`src/hw/rtl/ssetab_pkg.sv`:
```
// shared types, constants and field layout for the sparse set table
// no dependencies; imported by every module of the block
`default_nettype none

package ssetab_pkg;

    // table geometry
    localparam int unsigned KEY_SPACE  = 1024;
    localparam int unsigned DATA_WIDTH = 32;
    localparam int unsigned KEY_W      = $clog2(KEY_SPACE);
    localparam int unsigned SLOT_W     = KEY_W;
    localparam int unsigned CNT_W      = $clog2(KEY_SPACE + 1);

    // stream field widths
    localparam int unsigned REQ_W       = 3;
    localparam int unsigned KEY_FIELD_W = 10;
    localparam int unsigned PAYLOAD_W   = 32;
    localparam int unsigned STATUS_W    = 3;
    localparam int unsigned COUNT_W     = 11;

    // input tdata layout
    localparam int unsigned IN_KEY_LSB     = 0;
    localparam int unsigned IN_SLOT_LSB    = IN_KEY_LSB + KEY_FIELD_W;
    localparam int unsigned IN_PAYLOAD_LSB = IN_SLOT_LSB + KEY_FIELD_W;
    localparam int unsigned IN_TDATA_W     = 56;

    // output tdata layout
    localparam int unsigned OUT_PAYLOAD_LSB = 0;
    localparam int unsigned OUT_KEY_LSB     = OUT_PAYLOAD_LSB + PAYLOAD_W;
    localparam int unsigned OUT_SLOT_LSB    = OUT_KEY_LSB + KEY_FIELD_W;
    localparam int unsigned OUT_COUNT_LSB   = OUT_SLOT_LSB + KEY_FIELD_W;
    localparam int unsigned OUT_USED_W      = OUT_COUNT_LSB + COUNT_W;
    localparam int unsigned OUT_TDATA_W     = 64;
    localparam int unsigned OUT_PAD_W       = OUT_TDATA_W - OUT_USED_W;
    localparam int unsigned OUT_TUSER_W     = STATUS_W + 1;
    localparam int unsigned OUT_FOUND_BIT   = STATUS_W;

    typedef enum logic [REQ_W-1:0] {
        REQ_INSERT      = 3'd0,
        REQ_REMOVE      = 3'd1,
        REQ_LOOKUP_KEY  = 3'd2,
        REQ_LOOKUP_SLOT = 3'd3,
        REQ_CLEAR       = 3'd4
    } req_type_t;

    typedef enum logic [STATUS_W-1:0] {
        STAT_OK        = 3'd0,
        STAT_ABSENT    = 3'd1,
        STAT_PRESENT   = 3'd2,
        STAT_BAD_SLOT  = 3'd3,
        STAT_KEY_RANGE = 3'd4
    } status_t;

    typedef enum logic [1:0] {
        S_INIT,
        S_IDLE,
        S_DENSE,
        S_EXEC
    } state_t;

    // one dense entry: member key and its payload
    typedef struct packed {
        logic [KEY_W-1:0]      key;
        logic [DATA_WIDTH-1:0] payload;
    } dense_entry_t;

    typedef struct packed {
        logic              re;
        logic [KEY_W-1:0]  raddr;
        logic              we;
        logic [KEY_W-1:0]  waddr;
        logic [SLOT_W-1:0] wdata;
    } sparse_req_t;

    typedef struct packed {
        logic              re;
        logic [SLOT_W-1:0] raddr_a;
        logic [SLOT_W-1:0] raddr_b;
        logic              we;
        logic [SLOT_W-1:0] waddr;
        dense_entry_t      wdata;
    } dense_req_t;

endpackage

`default_nettype wire

```
`src/hw/rtl/ssetab_ctrl.sv`:
```
// request sequencer: reads both memories, decides the request, writes back
// and holds the result register; depends on ssetab_pkg
`default_nettype none

module ssetab_ctrl
    import ssetab_pkg::*;
(
    input  wire logic                   clk,
    input  wire logic                   rst_n,
    input  wire logic                   s_axis_tvalid,
    output logic                        s_axis_tready,
    input  wire logic [IN_TDATA_W-1:0]  s_axis_tdata,
    input  wire logic [REQ_W-1:0]       s_axis_tuser,
    output logic                        m_axis_tvalid,
    input  wire logic                   m_axis_tready,
    output logic      [OUT_TDATA_W-1:0] m_axis_tdata,
    output logic      [OUT_TUSER_W-1:0] m_axis_tuser,
    output sparse_req_t                 sparse_req,
    input  wire logic [SLOT_W-1:0]      sparse_rdata,
    output dense_req_t                  dense_req,
    input  wire dense_entry_t           dense_rdata_a,
    input  wire dense_entry_t           dense_rdata_b
);

    state_t state_reg, state_next;

    logic [REQ_W-1:0]       req_reg;
    logic [KEY_FIELD_W-1:0] key_reg;
    logic [KEY_FIELD_W-1:0] slot_reg;
    logic [DATA_WIDTH-1:0]  pin_reg;
    logic [CNT_W-1:0]       count_reg, count_next;
    logic                   out_valid_reg, out_valid_next;
    logic [OUT_TDATA_W-1:0] out_tdata_reg, out_tdata_next;
    logic [OUT_TUSER_W-1:0] out_tuser_reg, out_tuser_next;
    logic [KEY_W-1:0]       init_addr_reg, init_addr_next;

    logic             accept;
    logic             out_free;
    logic             exec_fire;
    logic             dense_re;
    logic             in_ready;
    logic             init_run;
    logic [CNT_W-1:0] count_m1;
    logic             key_oor;
    logic             member;

    status_t                status;
    logic                   found;
    logic [PAYLOAD_W-1:0]   pout;
    logic [KEY_FIELD_W-1:0] kout;
    logic [KEY_FIELD_W-1:0] sout;

    assign accept   = s_axis_tvalid && in_ready;
    assign out_free = !out_valid_reg || m_axis_tready;
    assign count_m1 = count_reg - CNT_W'(1);
    assign key_oor  = 32'(key_reg) >= KEY_SPACE;

    // clearing pass after reset walks every entry once
    assign init_addr_next = init_run ? init_addr_reg + KEY_W'(1) : init_addr_reg;

    // stale map entries never matter: a key is a member only when its slot
    // is below the count and the dense entry there points back to it
    assign member = !key_oor && (CNT_W'(sparse_rdata) < count_reg)
                    && (dense_rdata_a.key == key_reg[KEY_W-1:0]);

    // next state
    always_comb
    begin
        state_next = state_reg;
        unique case (state_reg)
            S_INIT:
            begin
                if (init_addr_reg == KEY_W'(KEY_SPACE - 1))
                begin
                    state_next = S_IDLE;
                end
            end
            S_IDLE:
            begin
                if (s_axis_tvalid)
                begin
                    state_next = S_DENSE;
                end
            end
            S_DENSE:
            begin
                state_next = S_EXEC;
            end
            S_EXEC:
            begin
                if (out_free)
                begin
                    state_next = S_IDLE;
                end
            end
            default:
            begin
                state_next = S_IDLE;
            end
        endcase
    end

    // state outputs
    always_comb
    begin
        in_ready  = 1'b0;
        dense_re  = 1'b0;
        exec_fire = 1'b0;
        init_run  = 1'b0;
        unique case (state_reg)
            S_INIT:
            begin
                init_run = 1'b1;
            end
            S_IDLE:
            begin
                in_ready = 1'b1;
            end
            S_DENSE:
            begin
                dense_re = 1'b1;
            end
            S_EXEC:
            begin
                exec_fire = out_free;
            end
            default:
            begin
                in_ready = 1'b0;
            end
        endcase
    end

    // request decode and write-back
    always_comb
    begin
        status     = STAT_OK;
        found      = 1'b0;
        pout       = '0;
        kout       = '0;
        sout       = '0;
        count_next = count_reg;

        sparse_req.re    = accept;
        sparse_req.raddr = s_axis_tdata[IN_KEY_LSB +: KEY_W];
        sparse_req.we    = 1'b0;
        sparse_req.waddr = key_reg[KEY_W-1:0];
        sparse_req.wdata = count_reg[SLOT_W-1:0];

        dense_req.re            = dense_re;
        dense_req.raddr_a       = (req_reg == REQ_LOOKUP_SLOT) ? slot_reg[SLOT_W-1:0]
                                                                : sparse_rdata;
        dense_req.raddr_b       = count_m1[SLOT_W-1:0];
        dense_req.we            = 1'b0;
        dense_req.waddr         = count_reg[SLOT_W-1:0];
        dense_req.wdata.key     = key_reg[KEY_W-1:0];
        dense_req.wdata.payload = pin_reg;

        if (key_oor && (req_reg == REQ_INSERT || req_reg == REQ_REMOVE
                        || req_reg == REQ_LOOKUP_KEY))
        begin
            status = STAT_KEY_RANGE;
        end
        else
        begin
            unique case (req_reg)
                REQ_INSERT:
                begin
                    if (member)
                    begin
                        status = STAT_PRESENT;
                        found  = 1'b1;
                        sout   = KEY_FIELD_W'(sparse_rdata);
                        pout   = PAYLOAD_W'(dense_rdata_a.payload);
                    end
                    else if (count_reg < CNT_W'(KEY_SPACE))
                    begin
                        sparse_req.we = exec_fire;
                        dense_req.we  = exec_fire;
                        sout          = KEY_FIELD_W'(count_reg[SLOT_W-1:0]);
                        count_next    = count_reg + CNT_W'(1);
                    end
                end
                REQ_REMOVE:
                begin
                    if (!member)
                    begin
                        status = STAT_ABSENT;
                    end
                    else
                    begin
                        // last member moves into the vacated slot
                        found            = 1'b1;
                        sout             = KEY_FIELD_W'(sparse_rdata);
                        pout             = PAYLOAD_W'(dense_rdata_a.payload);
                        dense_req.we     = exec_fire;
                        dense_req.waddr  = sparse_rdata;
                        dense_req.wdata  = dense_rdata_b;
                        sparse_req.we    = exec_fire;
                        sparse_req.waddr = dense_rdata_b.key;
                        sparse_req.wdata = sparse_rdata;
                        count_next       = count_m1;
                    end
                end
                REQ_LOOKUP_KEY:
                begin
                    if (!member)
                    begin
                        status = STAT_ABSENT;
                    end
                    else
                    begin
                        found = 1'b1;
                        sout  = KEY_FIELD_W'(sparse_rdata);
                        pout  = PAYLOAD_W'(dense_rdata_a.payload);
                    end
                end
                REQ_LOOKUP_SLOT:
                begin
                    if (CNT_W'(slot_reg) >= count_reg)
                    begin
                        status = STAT_BAD_SLOT;
                    end
                    else
                    begin
                        found = 1'b1;
                        kout  = KEY_FIELD_W'(dense_rdata_a.key);
                        pout  = PAYLOAD_W'(dense_rdata_a.payload);
                        sout  = slot_reg;
                    end
                end
                REQ_CLEAR:
                begin
                    count_next = '0;
                end
                default:
                begin
                    status = STAT_OK;
                end
            endcase
        end

        if (!exec_fire)
        begin
            count_next = count_reg;
        end

        if (init_run)
        begin
            sparse_req.we   = 1'b1;
            sparse_req.waddr = init_addr_reg;
            sparse_req.wdata = '0;
            dense_req.we    = 1'b1;
            dense_req.waddr = init_addr_reg;
            dense_req.wdata = '0;
        end
    end

    // result register
    always_comb
    begin
        out_valid_next = out_valid_reg;
        out_tdata_next = out_tdata_reg;
        out_tuser_next = out_tuser_reg;
        if (exec_fire)
        begin
            out_valid_next = 1'b1;
            out_tdata_next = {{OUT_PAD_W{1'b0}}, COUNT_W'(count_next), sout, kout, pout};
            out_tuser_next = {found, status};
        end
        else if (m_axis_tready)
        begin
            out_valid_next = 1'b0;
        end
    end

    always_ff @(posedge clk or negedge rst_n)
    begin
        if (!rst_n)
        begin
            state_reg     <= S_INIT;
            count_reg     <= '0;
            out_valid_reg <= 1'b0;
            init_addr_reg <= '0;
        end
        else
        begin
            state_reg     <= state_next;
            count_reg     <= count_next;
            out_valid_reg <= out_valid_next;
            init_addr_reg <= init_addr_next;
        end
    end

    always_ff @(posedge clk)
    begin
        if (accept)
        begin
            req_reg  <= s_axis_tuser;
            key_reg  <= s_axis_tdata[IN_KEY_LSB +: KEY_FIELD_W];
            slot_reg <= s_axis_tdata[IN_SLOT_LSB +: KEY_FIELD_W];
            pin_reg  <= s_axis_tdata[IN_PAYLOAD_LSB +: DATA_WIDTH];
        end
        out_tdata_reg <= out_tdata_next;
        out_tuser_reg <= out_tuser_next;
    end

    assign s_axis_tready = in_ready;
    assign m_axis_tvalid = out_valid_reg;
    assign m_axis_tdata  = out_tdata_reg;
    assign m_axis_tuser  = out_tuser_reg;

endmodule

`default_nettype wire

```
`config.mk`:
```
export PLATFORM = sky130hd
export DESIGN_NAME = ssetab_ctrl
export DESIGN_NICKNAME = d
export VERILOG_FILES = /design/src/hw/rtl/ssetab_pkg.sv /design/src/hw/rtl/ssetab_ctrl.sv
export SDC_FILE = /design/constraint.sdc
export NUM_CORES = 1
export LEC_CHECK = 0
export ABC_AREA = 1
export BUFFER_PORTS_ARGS = -buffer_cell sky130_fd_sc_hd__buf_2
export CAP_MARGIN = 10
export CORE_ASPECT_RATIO = 0.7
export CORE_MARGIN = 4
export CORE_UTILIZATION = 30
export DETAILED_ROUTE_END_ITERATION = 10
export GPL_TIMING_DRIVEN = 0
export SETUP_SLACK_MARGIN = 0.05
export SYNTH_ARGS = -nofsm -noshare
export SYNTH_HDL_FRONTEND = slang
export SYNTH_SLANG_ARGS = --single-unit
```
`constraint.sdc`:
```
create_clock -name clk -period 4.4 [get_ports clk]
set_clock_uncertainty 0.05 [all_clocks]
set_input_delay 0.88 -clock clk [delete_from_list [all_inputs] [get_ports clk]]
set_output_delay 0.88 -clock clk [all_outputs]
set_load 0.1 [all_outputs]
```
==> impl_metrics.csv, run 1 <==
group,metric,value,unit
final_layout,final_common_cell,"buf_2",
synth,synth_top_flop_cell,"edfxtp_1",
critical_path,critPathKind,"in2out",
global_routing,grt_pass1_wl,44.2,mm
timing,maxSlewHeadroom,56.4,%
synth,synth_area,0.00808,sq mm
clocking,ctsHtreeMaxLevel,4,
synth,yosysUniqueCellTypes,38,
min_path,hold_path.class,"in2async",
critical_path,critPathMaxStageDelay,460,ps
synth,synth_area_leader_cell,"edfxtp_1",
clocking,clk_latency,430,ps
timing,hold_violations,0,
route,drtIter0Drc,522,
final_layout,layout_common_cells,"buf_2, nand2_1, nor2_1",
synth,synth-edff-count,121,
timing,setup_violations,0,
synth,async_flop_share,16.6,%
global_routing,overflow,0,
global_routing,grt.total_usage,19.5,%
synth,ys_warn_count,0,
global_routing,grt_pass1_vias,7097,
floorplanning,design.die.area,0.0297,sq mm
global_routing,antenna_found_initial,3,
final_layout,layout-drive-gt1-share,31.9,%
critical_path,crit_path_frequent_cell,"nand2_1",
floorplanning,die_h,145,microns
synth,ys_ff_latch,145,
route,drc,0,
floorplanning,fp.dieW,204,microns
timing,fin_tns_setup,0,ps
timing,fmaxAchievable,240,MHz
synth,syn_area_per_cell,8.50,sq um
final_layout,largest_reg_flops,63,
run,cap_viol_max_count,0,
clocking,clk_pin_slew,70,ps
route,dr.pass1.iters,5,
critical_path,worst_setup_path_end_kind,"output port",
floorplanning,row_count,49,
route,antenna_left,0,
global_routing,grt_max_degree,43,
synth,ys_seq_area_share,52.4,%
critical_path,path_cells,"buf_2, ha_1, nand2_1, inv_1, nand2_1, nand3_1, nand2_1, nand3_1, nor2_4, nand2_4, buf_2, nand2_1, nand3_1, o21ai_1, buf_2",
placed_design,placed_cells,1637,
floorplanning,core,0.0261,sq mm
clocking,cts_buffer_depth,2,
synth,syn-instance-count,950,
final_layout,fin_util,42.0,%
timing,finalWorstSetupSlack,229,ps
timing,maxSlewViolCount,0,
clocking,post_cts_buffers,0,
clocking,clkSinkCount,145,
final_layout,layout.cells.non_filler,1670,
route,drt-wirelength-per-cell,17.9,microns
placed_design,placement.cell_area,0.0102,sq mm
timing,period_share,94.8,%
floorplanning,io_pins,333,
placed_design,io_buffers,326,
timing,worst_pin_slew,655,ps
critical_path,critPathMaxFanout,10,
clocking,cts_root_buf,"clkbuf_16",
timing,grt_setup_unrepaired,"false",
placed_design,gp_congestion,0.915,
route,vias_per_cell,4.58,
final_layout,nets,1484,
timing,fin_crit,4170,ps
power_and_ir_drop,p_leak,5.60,nW
final_layout,syn2layout_area_growth,35.7,%
final_layout,final_area,0.0110,sq mm
critical_path,slowest_stage,"buf_2",
placed_design,dpl_worst_slack,-134,ps
route,routed-wl-met3,2.28,mm
clocking,numCtsBuffers,17,
critical_path,cp.required,3470,ps
placed_design,dp_hpwl,24.2,mm
synth,synth_top_area_share,45.0,%
timing,whs,402,ps
route,top_layer,"met5",
critical_path,crit_family,"simple AND/OR/NAND/NOR gates",
critical_path,start_kind,"primary input",
status,status,"complete, no violations",
route,num_vias,7650,
critical_path,arrival,3240,ps
route,wl_met2,12.8,mm
critical_path,cp_num_buf_inv,4,
power_and_ir_drop,powerDensity,845,mW/mm^2
floorplanning,start_util,30.9,%
clocking,cts_tree,"built",
synth,synth_area_leaders,"edfxtp_1, nand2_1, dfrtp_1, nor2_1, inv_1",
power_and_ir_drop,p_total,9.26,mW
route,finalWirelength,30.0,mm
power_and_ir_drop,ir_drop,458,uV
route,wl_met1,14.5,mm
## cell usage after synthesis, drive strengths merged (5+ instances only)
cell and n:
nor3 7, clkbuf 15, o21ai 67, xnor2 5, o211ai 7, a21oi 9, nand3 54, dfrtp 24
ha 28, buf 34, edfxtp 121, nor2 155, nand2 227, nand4 18, inv 148, xor2 19
## worst paths after layout
| path | from | end | slack, ps | cells past startpoint |
|---|---|---|---|---|
| max | sparse_rdata[2] | dense_req[51] | 230 | 15 |
| min reg2reg | init_addr_reg[5] | init_addr_reg[5] | 450 | 1 |
| min in group clk | init_addr_reg[5] | init_addr_reg[5] | 450 | 1 |
| max in group asynchronous | rst_n | count_reg[1] | 3420 | 1 |
| min | rst_n | count_reg[9] | 400 | 1 |
| max reg2reg | count_reg[9] | m_axis_tdata[54] | 1650 | 12 |
## cell type report
type | count | area [sq um]
diodes | 2 | 5.00
plain buffers | 49 | 317
clock buffers | 17 | 425
clock inverters | 14 | 200
fillers | 2688 | 15200
inverters | 148 | 559
multi-input cells | 609 | 3000
flip-flops and latches | 145 | 4240
well taps | 357 | 447
repair buffers | 329 | 1770
## power breakdown
part	internal [mW]	switching (mW)	total, mW
logic	0.769	4.80	5.56
clock network	0.957	0.619	1.58
registers	1.96	0.161	2.12
## cells by family (layout without fill, tap and decap cells)
kind of cell / after synthesis / count (layout) / synth area share, %
compound gates: 89 / 89 / 5.99
xor+xnor: 24 / 24 / 2.60
fa+ha+maj: 28 / 28 / 4.34
buf+inv: 197 / 557 / 10.7
flops: 145 / 145 / 52.4
other cells: 1 / 4 / 0.0464
simple gates: 466 / 466 / 23.9
## worst reg2reg max path, cell delays in order, from the launching register on
cell	delay (ps)
dfrtp_2	450
inv_1	230
ha_1	280
nand2_1	110
o21bai_1	130
nand3_1	120
nor2_1	160
nand2_1	120
buf_6	170
a21oi_2	270
nand2_1	190
nand2_1	100
nand2_1	90
## layer usage
metal	vias up	global-route usage (%)
li1	3726	-
met1	3563	29.4
met2	326	28.3
met3	33	4.53
met4	2	4.65
met5	-	0
## what timing repair did
| action | CTS | global route |
|---|---|---|
| resized for setup | 14 | 33 |
| hold buffers | 0 | 0 |
| setup endpoints to repair | 40 | 73 |
Note: power is estimated with default switching activity, not from simulation.
==> run 2: changes to the inputs <==
CORE_MARGIN = not set   (was 4)
==> impl_metrics.csv, run 2 (synthesis gave the netlist of run 1 again) <==
group,metric,value,unit
floorplanning,row_count,49,
final_layout,layout_common_cells,"buf_2, nand2_1, nor2_1",
route,antenna_left,0,
floorplanning,io_pins,333,
clocking,cts_tree,"built",
global_routing,grt_pass1_wl,42.8,mm
clocking,clk_latency,430,ps
critical_path,cp.required,3470,ps
floorplanning,design.die.area,0.0276,sq mm
timing,whs,410,ps
placed_design,gp_congestion,0.958,
final_layout,syn2layout_area_growth,35.4,%
critical_path,start_kind,"register",
global_routing,grt_pass1_vias,6960,
power_and_ir_drop,p_total,9.09,mW
route,finalWirelength,29.2,mm
power_and_ir_drop,combPwrFrac,61.2,%
route,num_vias,7667,
run,cap_viol_max_count,0,
floorplanning,fp.dieW,198,microns
floorplanning,start_util,31.0,%
clocking,cts_root_buf,"clkbuf_16",
timing,finalWorstSetupSlack,210,ps
placed_design,dp_hpwl,23.3,mm
clocking,cts_buffer_depth,2,
final_layout,nets,1483,
power_and_ir_drop,power.switching,5.60,mW
final_layout,final_common_cell,"buf_2",
route,drtIter0Drc,606,
final_layout,n_fill_cell,2692,
clocking,clk_pin_slew,70,ps
global_routing,antenna_found_initial,5,
floorplanning,core,0.0261,sq mm
global_routing,grt.total_usage,21.2,%
power_and_ir_drop,p_leak,5.55,nW
timing,worst_pin_slew,804,ps
route,drt-wirelength-per-cell,17.4,microns
placed_design,io_buffers,326,
global_routing,grt_max_degree,43,
final_layout,largest_reg_flops,63,
min_path,hold_path.class,"in2async",
clocking,ctsHtreeMaxLevel,4,
placed_design,dpl_worst_slack,-15.3,ps
route,dr.pass1.iters,5,
route,vias_per_cell,4.59,
final_layout,layout-drive-gt1-share,31.8,%
timing,setup_violations,0,
timing,fin_crit,4190,ps
route,drc,0,
timing,maxSlewViolCount,0,
power_and_ir_drop,intPower,3.49,mW
power_and_ir_drop,ir_drop,489,uV
critical_path,arrival,3260,ps
global_routing,overflow,0,
clocking,clkSinkCount,145,
timing,fmaxAchievable,239,MHz
timing,hold_violations,0,
timing,maxSlewHeadroom,46.4,%
floorplanning,die_h,139,microns
timing,grt_setup_unrepaired,"true",
power_and_ir_drop,powerDensity,831,mW/mm^2
power_and_ir_drop,swShare,61.6,%
timing,period_share,95.2,%
power_and_ir_drop,clkPwrFrac,15.5,%
status,status,"complete, no violations",
critical_path,critPathMaxFanout,10,
critical_path,worst_setup_path_end_kind,"output port",
critical_path,critPathKind,"reg2out",
power_and_ir_drop,seq_power_share,23.3,%
clocking,numCtsBuffers,17,
==> run 2: changes by cell type in the layout (fill, tap and decap cells not counted), moves of 2 or more <==
cell | previous run | this run
clkinv_2 | 2 | 0
inv_8 | 0 | 4
buf_2 | 307 | 281
inv_1 | 139 | 141
inv_2 | 8 | 6
bufinv_16 | 4 | 0
buf_4 | 33 | 38
clkbuf_2 | 1 | 3
diode_2 | 2 | 4
clkbuf_4 | 10 | 32
==> run 2: stage by stage <==
step	TNS, ps	area [sq um]	utilization (%)	instances
6_report	0	10900	42.0	1672
5_1_grt	0	10900	41.9	1669
2_1_floorplan	0	8090	-	951
4_1_cts	0	10800	41.5	1668
3_5_place_dp	-50.5	10200	39.2	1636
3_3_place_gp	-262	10200	39.0	1634
==> run 2: power by group through the flow <==
stage                     clock, mW  sequential (mW)  combinational [mW]
after floorplan                   0             3.79                2.88
after global placement            0             2.16                5.45
after detailed placement          0             2.15                5.50
after CTS                      1.45             2.12                5.51
after global routing           1.51             2.16                5.78
final                          1.41             2.12                5.56
==> run 2: worst max-delay path: stages (launching register included) <==
cell and delay, ps:
dfrtp_2 460, inv_1 250, ha_1 310, nand2_1 60, inv_1 40, nor2_1 80, nor2_1 50, nor2_1 80
nand3_1 90, nor2_2 220, nand2_2 200, buf_2 250, nand2_1 80, nand3_1 230, nand2_1 150, buf_4 300
==> run 2: layout make-up <==
| type | instances | area (sq um) | area share (%) |
|---|---|---|---|
| Clock buffer | 18 | 429 | 3.92 |
| Timing Repair Buffer | 328 | 1810 | 16.5 |
| Multi-Input combinational cell | 609 | 2990 | 27.3 |
| Inverter | 148 | 559 | 5.11 |
| Clock inverter | 14 | 140 | 1.28 |
| Tap cell | 357 | 447 | 4.08 |
| Buffer | 49 | 319 | 2.92 |
| Sequential cell | 145 | 4240 | 38.7 |
| Antenna cell | 4 | 10.0 | 0.0915 |
==> run 2: worst paths after layout <==
kind / cells after the start / end / slack (ps) / from
max in group asynchronous: 1 / count_reg[1] / 3420 / rst_n
worst min register to register: 1 / init_addr_reg[8] / 450 / init_addr_reg[8]
worst max register to register: 9 / m_axis_tdata[52] / 1260 / state_reg[0]
min in group clk: 1 / init_addr_reg[8] / 450 / init_addr_reg[8]
worst min-delay path: 1 / count_reg[8] / 410 / rst_n
worst max-delay path: 15 / dense_req[45] / 210 / count_reg[8]
==> run 2: repair_timing <==
| item | 4_1_cts | 5_1_grt |
|---|---|---|
| buffers inserted | 0 | 0 |
| hold buffers | 0 | 0 |
| setup endpoints to repair | 37 | 71 |
| resized for setup | 11 | 67 |
==> run 2: metal layers <==
metal	part of all wire, %	global-route usage (%)	up-vias
li1	-	-	3732
met1	48	31.2	3564
met5	0.045	0	-
met4	1.3	5.83	2
met2	42	30.2	346
met3	8.4	5.55	23
==> run 3: changes to the inputs <==
SKIP_LAST_GASP = 1   (was not set)
clock period = 5.3 ns   (was 4.4 ns; I/O delays follow)
==> impl_metrics.csv, run 3 (synthesis gave the netlist of run 1 again) <==
group,metric,value,unit
status,status,"complete, no violations",
final_layout,largest_reg_flops,63,
critical_path,critPathMaxFanout,10,
power_and_ir_drop,ir_drop,442,uV
critical_path,rr_worst_depth,15,
global_routing,grt.total_usage,21.0,%
floorplanning,start_util,31.0,%
clocking,clk_latency,430,ps
min_path,hold_path.class,"reg2reg",
critical_path,arrival,3800,ps
critical_path,setup.worst_path.end,"sparse_req[19]",
clocking,clk_pin_slew,60,ps
route,num_vias,7601,
clocking,post_cts_buffers,0,
floorplanning,io_pins,333,
placed_design,io_buffers,326,
min_path,holdPathStages,1,
route,finalWirelength,28.9,mm
critical_path,worst_setup_path_end_kind,"output port",
route,drc,0,
route,antenna_left,0,
floorplanning,fp.dieW,198,microns
power_and_ir_drop,powerDensity,701,mW/mm^2
critical_path,timing.rr.end,"m_axis_tdata[53]",
critical_path,critPathKind,"in2out",
run,cap_viol_max_count,0,
final_layout,layout.cells.non_filler,1669,
critical_path,path_cells,"buf_2, ha_1, nand2_1, inv_1, nand2_1, nand3_1, nand2_1, nand3_1, nor2_1, nand2_1, buf_2, nand2_1, nand3_1, o21ai_1, buf_2",
timing,fin_crit,4910,ps
timing,period_share,92.7,%
global_routing,overflow,0,
floorplanning,core,0.0261,sq mm
critical_path,r2r_start,"count_reg[5]",
global_routing,grt_pass1_wl,42.1,mm
timing,finalWorstSetupSlack,385,ps
timing,setup_violations,0,
final_layout,n_fill_cell,2655,
final_layout,multi_input_area,0.00298,sq mm
clocking,ctsHtreeMaxLevel,4,
global_routing,antenna_found_initial,3,
final_layout,layout_common_cells,"buf_2, nand2_1, nor2_1",
placed_design,placed_cells,1636,
floorplanning,design.die.area,0.0276,sq mm
clocking,numCtsBuffers,17,
route,drtIter0Drc,531,
critical_path,cp.required,4190,ps
final_layout,nets,1483,
placed_design,placement.cell_area,0.0102,sq mm
critical_path,critPathMaxStageDelay,490,ps
final_layout,layout-drive-gt1-share,30.9,%
clocking,cts_root_buf,"clkbuf_16",
timing,whs,451,ps
global_routing,grt_max_degree,69,
final_layout,final_area,0.0108,sq mm
placed_design,dpl_worst_slack,331,ps
critical_path,crit_path_frequent_cell,"nand2_1",
floorplanning,die_h,139,microns
final_layout,syn2layout_area_growth,34.2,%
global_routing,grt_pass1_vias,6968,
timing,fmaxAchievable,203,MHz
timing,maxSlewViolCount,0,
timing,worst_pin_slew,609,ps
clocking,clkSinkCount,145,
clocking,cts_buffer_depth,2,
floorplanning,row_count,49,
route,drt-wirelength-per-cell,17.3,microns
min_path,holdCritStartpoint,"init_addr_reg[3]",
critical_path,rrSetupSlack,2440,ps
critical_path,start_kind,"primary input",
placed_design,dp_hpwl,23.2,mm
final_layout,final_common_cell,"buf_2",
power_and_ir_drop,p_leak,5.56,nW
clocking,postCtsHoldBufs,0,
timing,maxSlewHeadroom,59.4,%
critical_path,critPathLaunch,"sparse_rdata[2]",
timing,hold_violations,0,
route,dr.pass1.iters,5,
route,vias_per_cell,4.55,
final_layout,regArea,0.00423,sq mm
placed_design,gp_congestion,0.954,
critical_path,slowest_stage,"buf_2",
timing,grt_setup_unrepaired,"false",
clocking,cts_tree,"built",
## run 3: repair_timing
item / in CTS / in global routing
resized for setup: 0 / 1
setup endpoints to repair: 0 / 1
endpoints found under the hold margin: 0 / 0
## run 3: cell type report
| cell class | count | area share, % |
|---|---|---|
| antenna | 2 | 0.0462 |
| tap | 357 | 4.12 |
| clock buffer | 17 | 3.92 |
| sequential | 145 | 39.1 |
| inverter | 148 | 5.15 |
| clock inverter | 14 | 1.83 |
| multi-input combinational | 609 | 27.5 |
| timing repair buffer | 328 | 15.5 |
| buffer | 49 | 2.89 |
## run 3: worst min path at each step
stage | endpoint | slack (ps)
after global placement | init_addr_reg[8] | 430
after floorplan | init_addr_reg[3] | 410
after global routing | init_addr_reg[3] | 460
after CTS | init_addr_reg[8] | 440
after detailed placement | init_addr_reg[8] | 430
final | init_addr_reg[3] | 450
## run 3: per-stage QoR
step | TNS, ps | total power [mW] | utilization [%]
after floorplan | 0 | 5.53 | -
after global placement | -1240 | 6.30 | 39.0
after detailed placement | 0 | 6.34 | 39.2
after CTS | 0 | 7.66 | 41.6
after global routing | 0 | 7.89 | 41.6
final | 0 | 7.60 | 41.6
## run 3: critical path, delay by kind of cell
kind            cells  cell delay [ps]
fa+ha+maj           1              310
simple gates        9             1240
compound gates      1              210
buf+inv             4              970
## run 3: routing by layer
metal | routed length, microns | GRT usage [%]
met1 | 13700 | 30.2
met2 | 12500 | 30.6
met3 | 2150 | 4.85
met4 | 487 | 7.06
met5 | 13 | 0
## run 3: power breakdown
part           switching (mW)  internal (mW)
Clock                   0.506          0.793
Combinational            3.94          0.599
Sequential              0.134           1.63
Total                    4.58           3.02
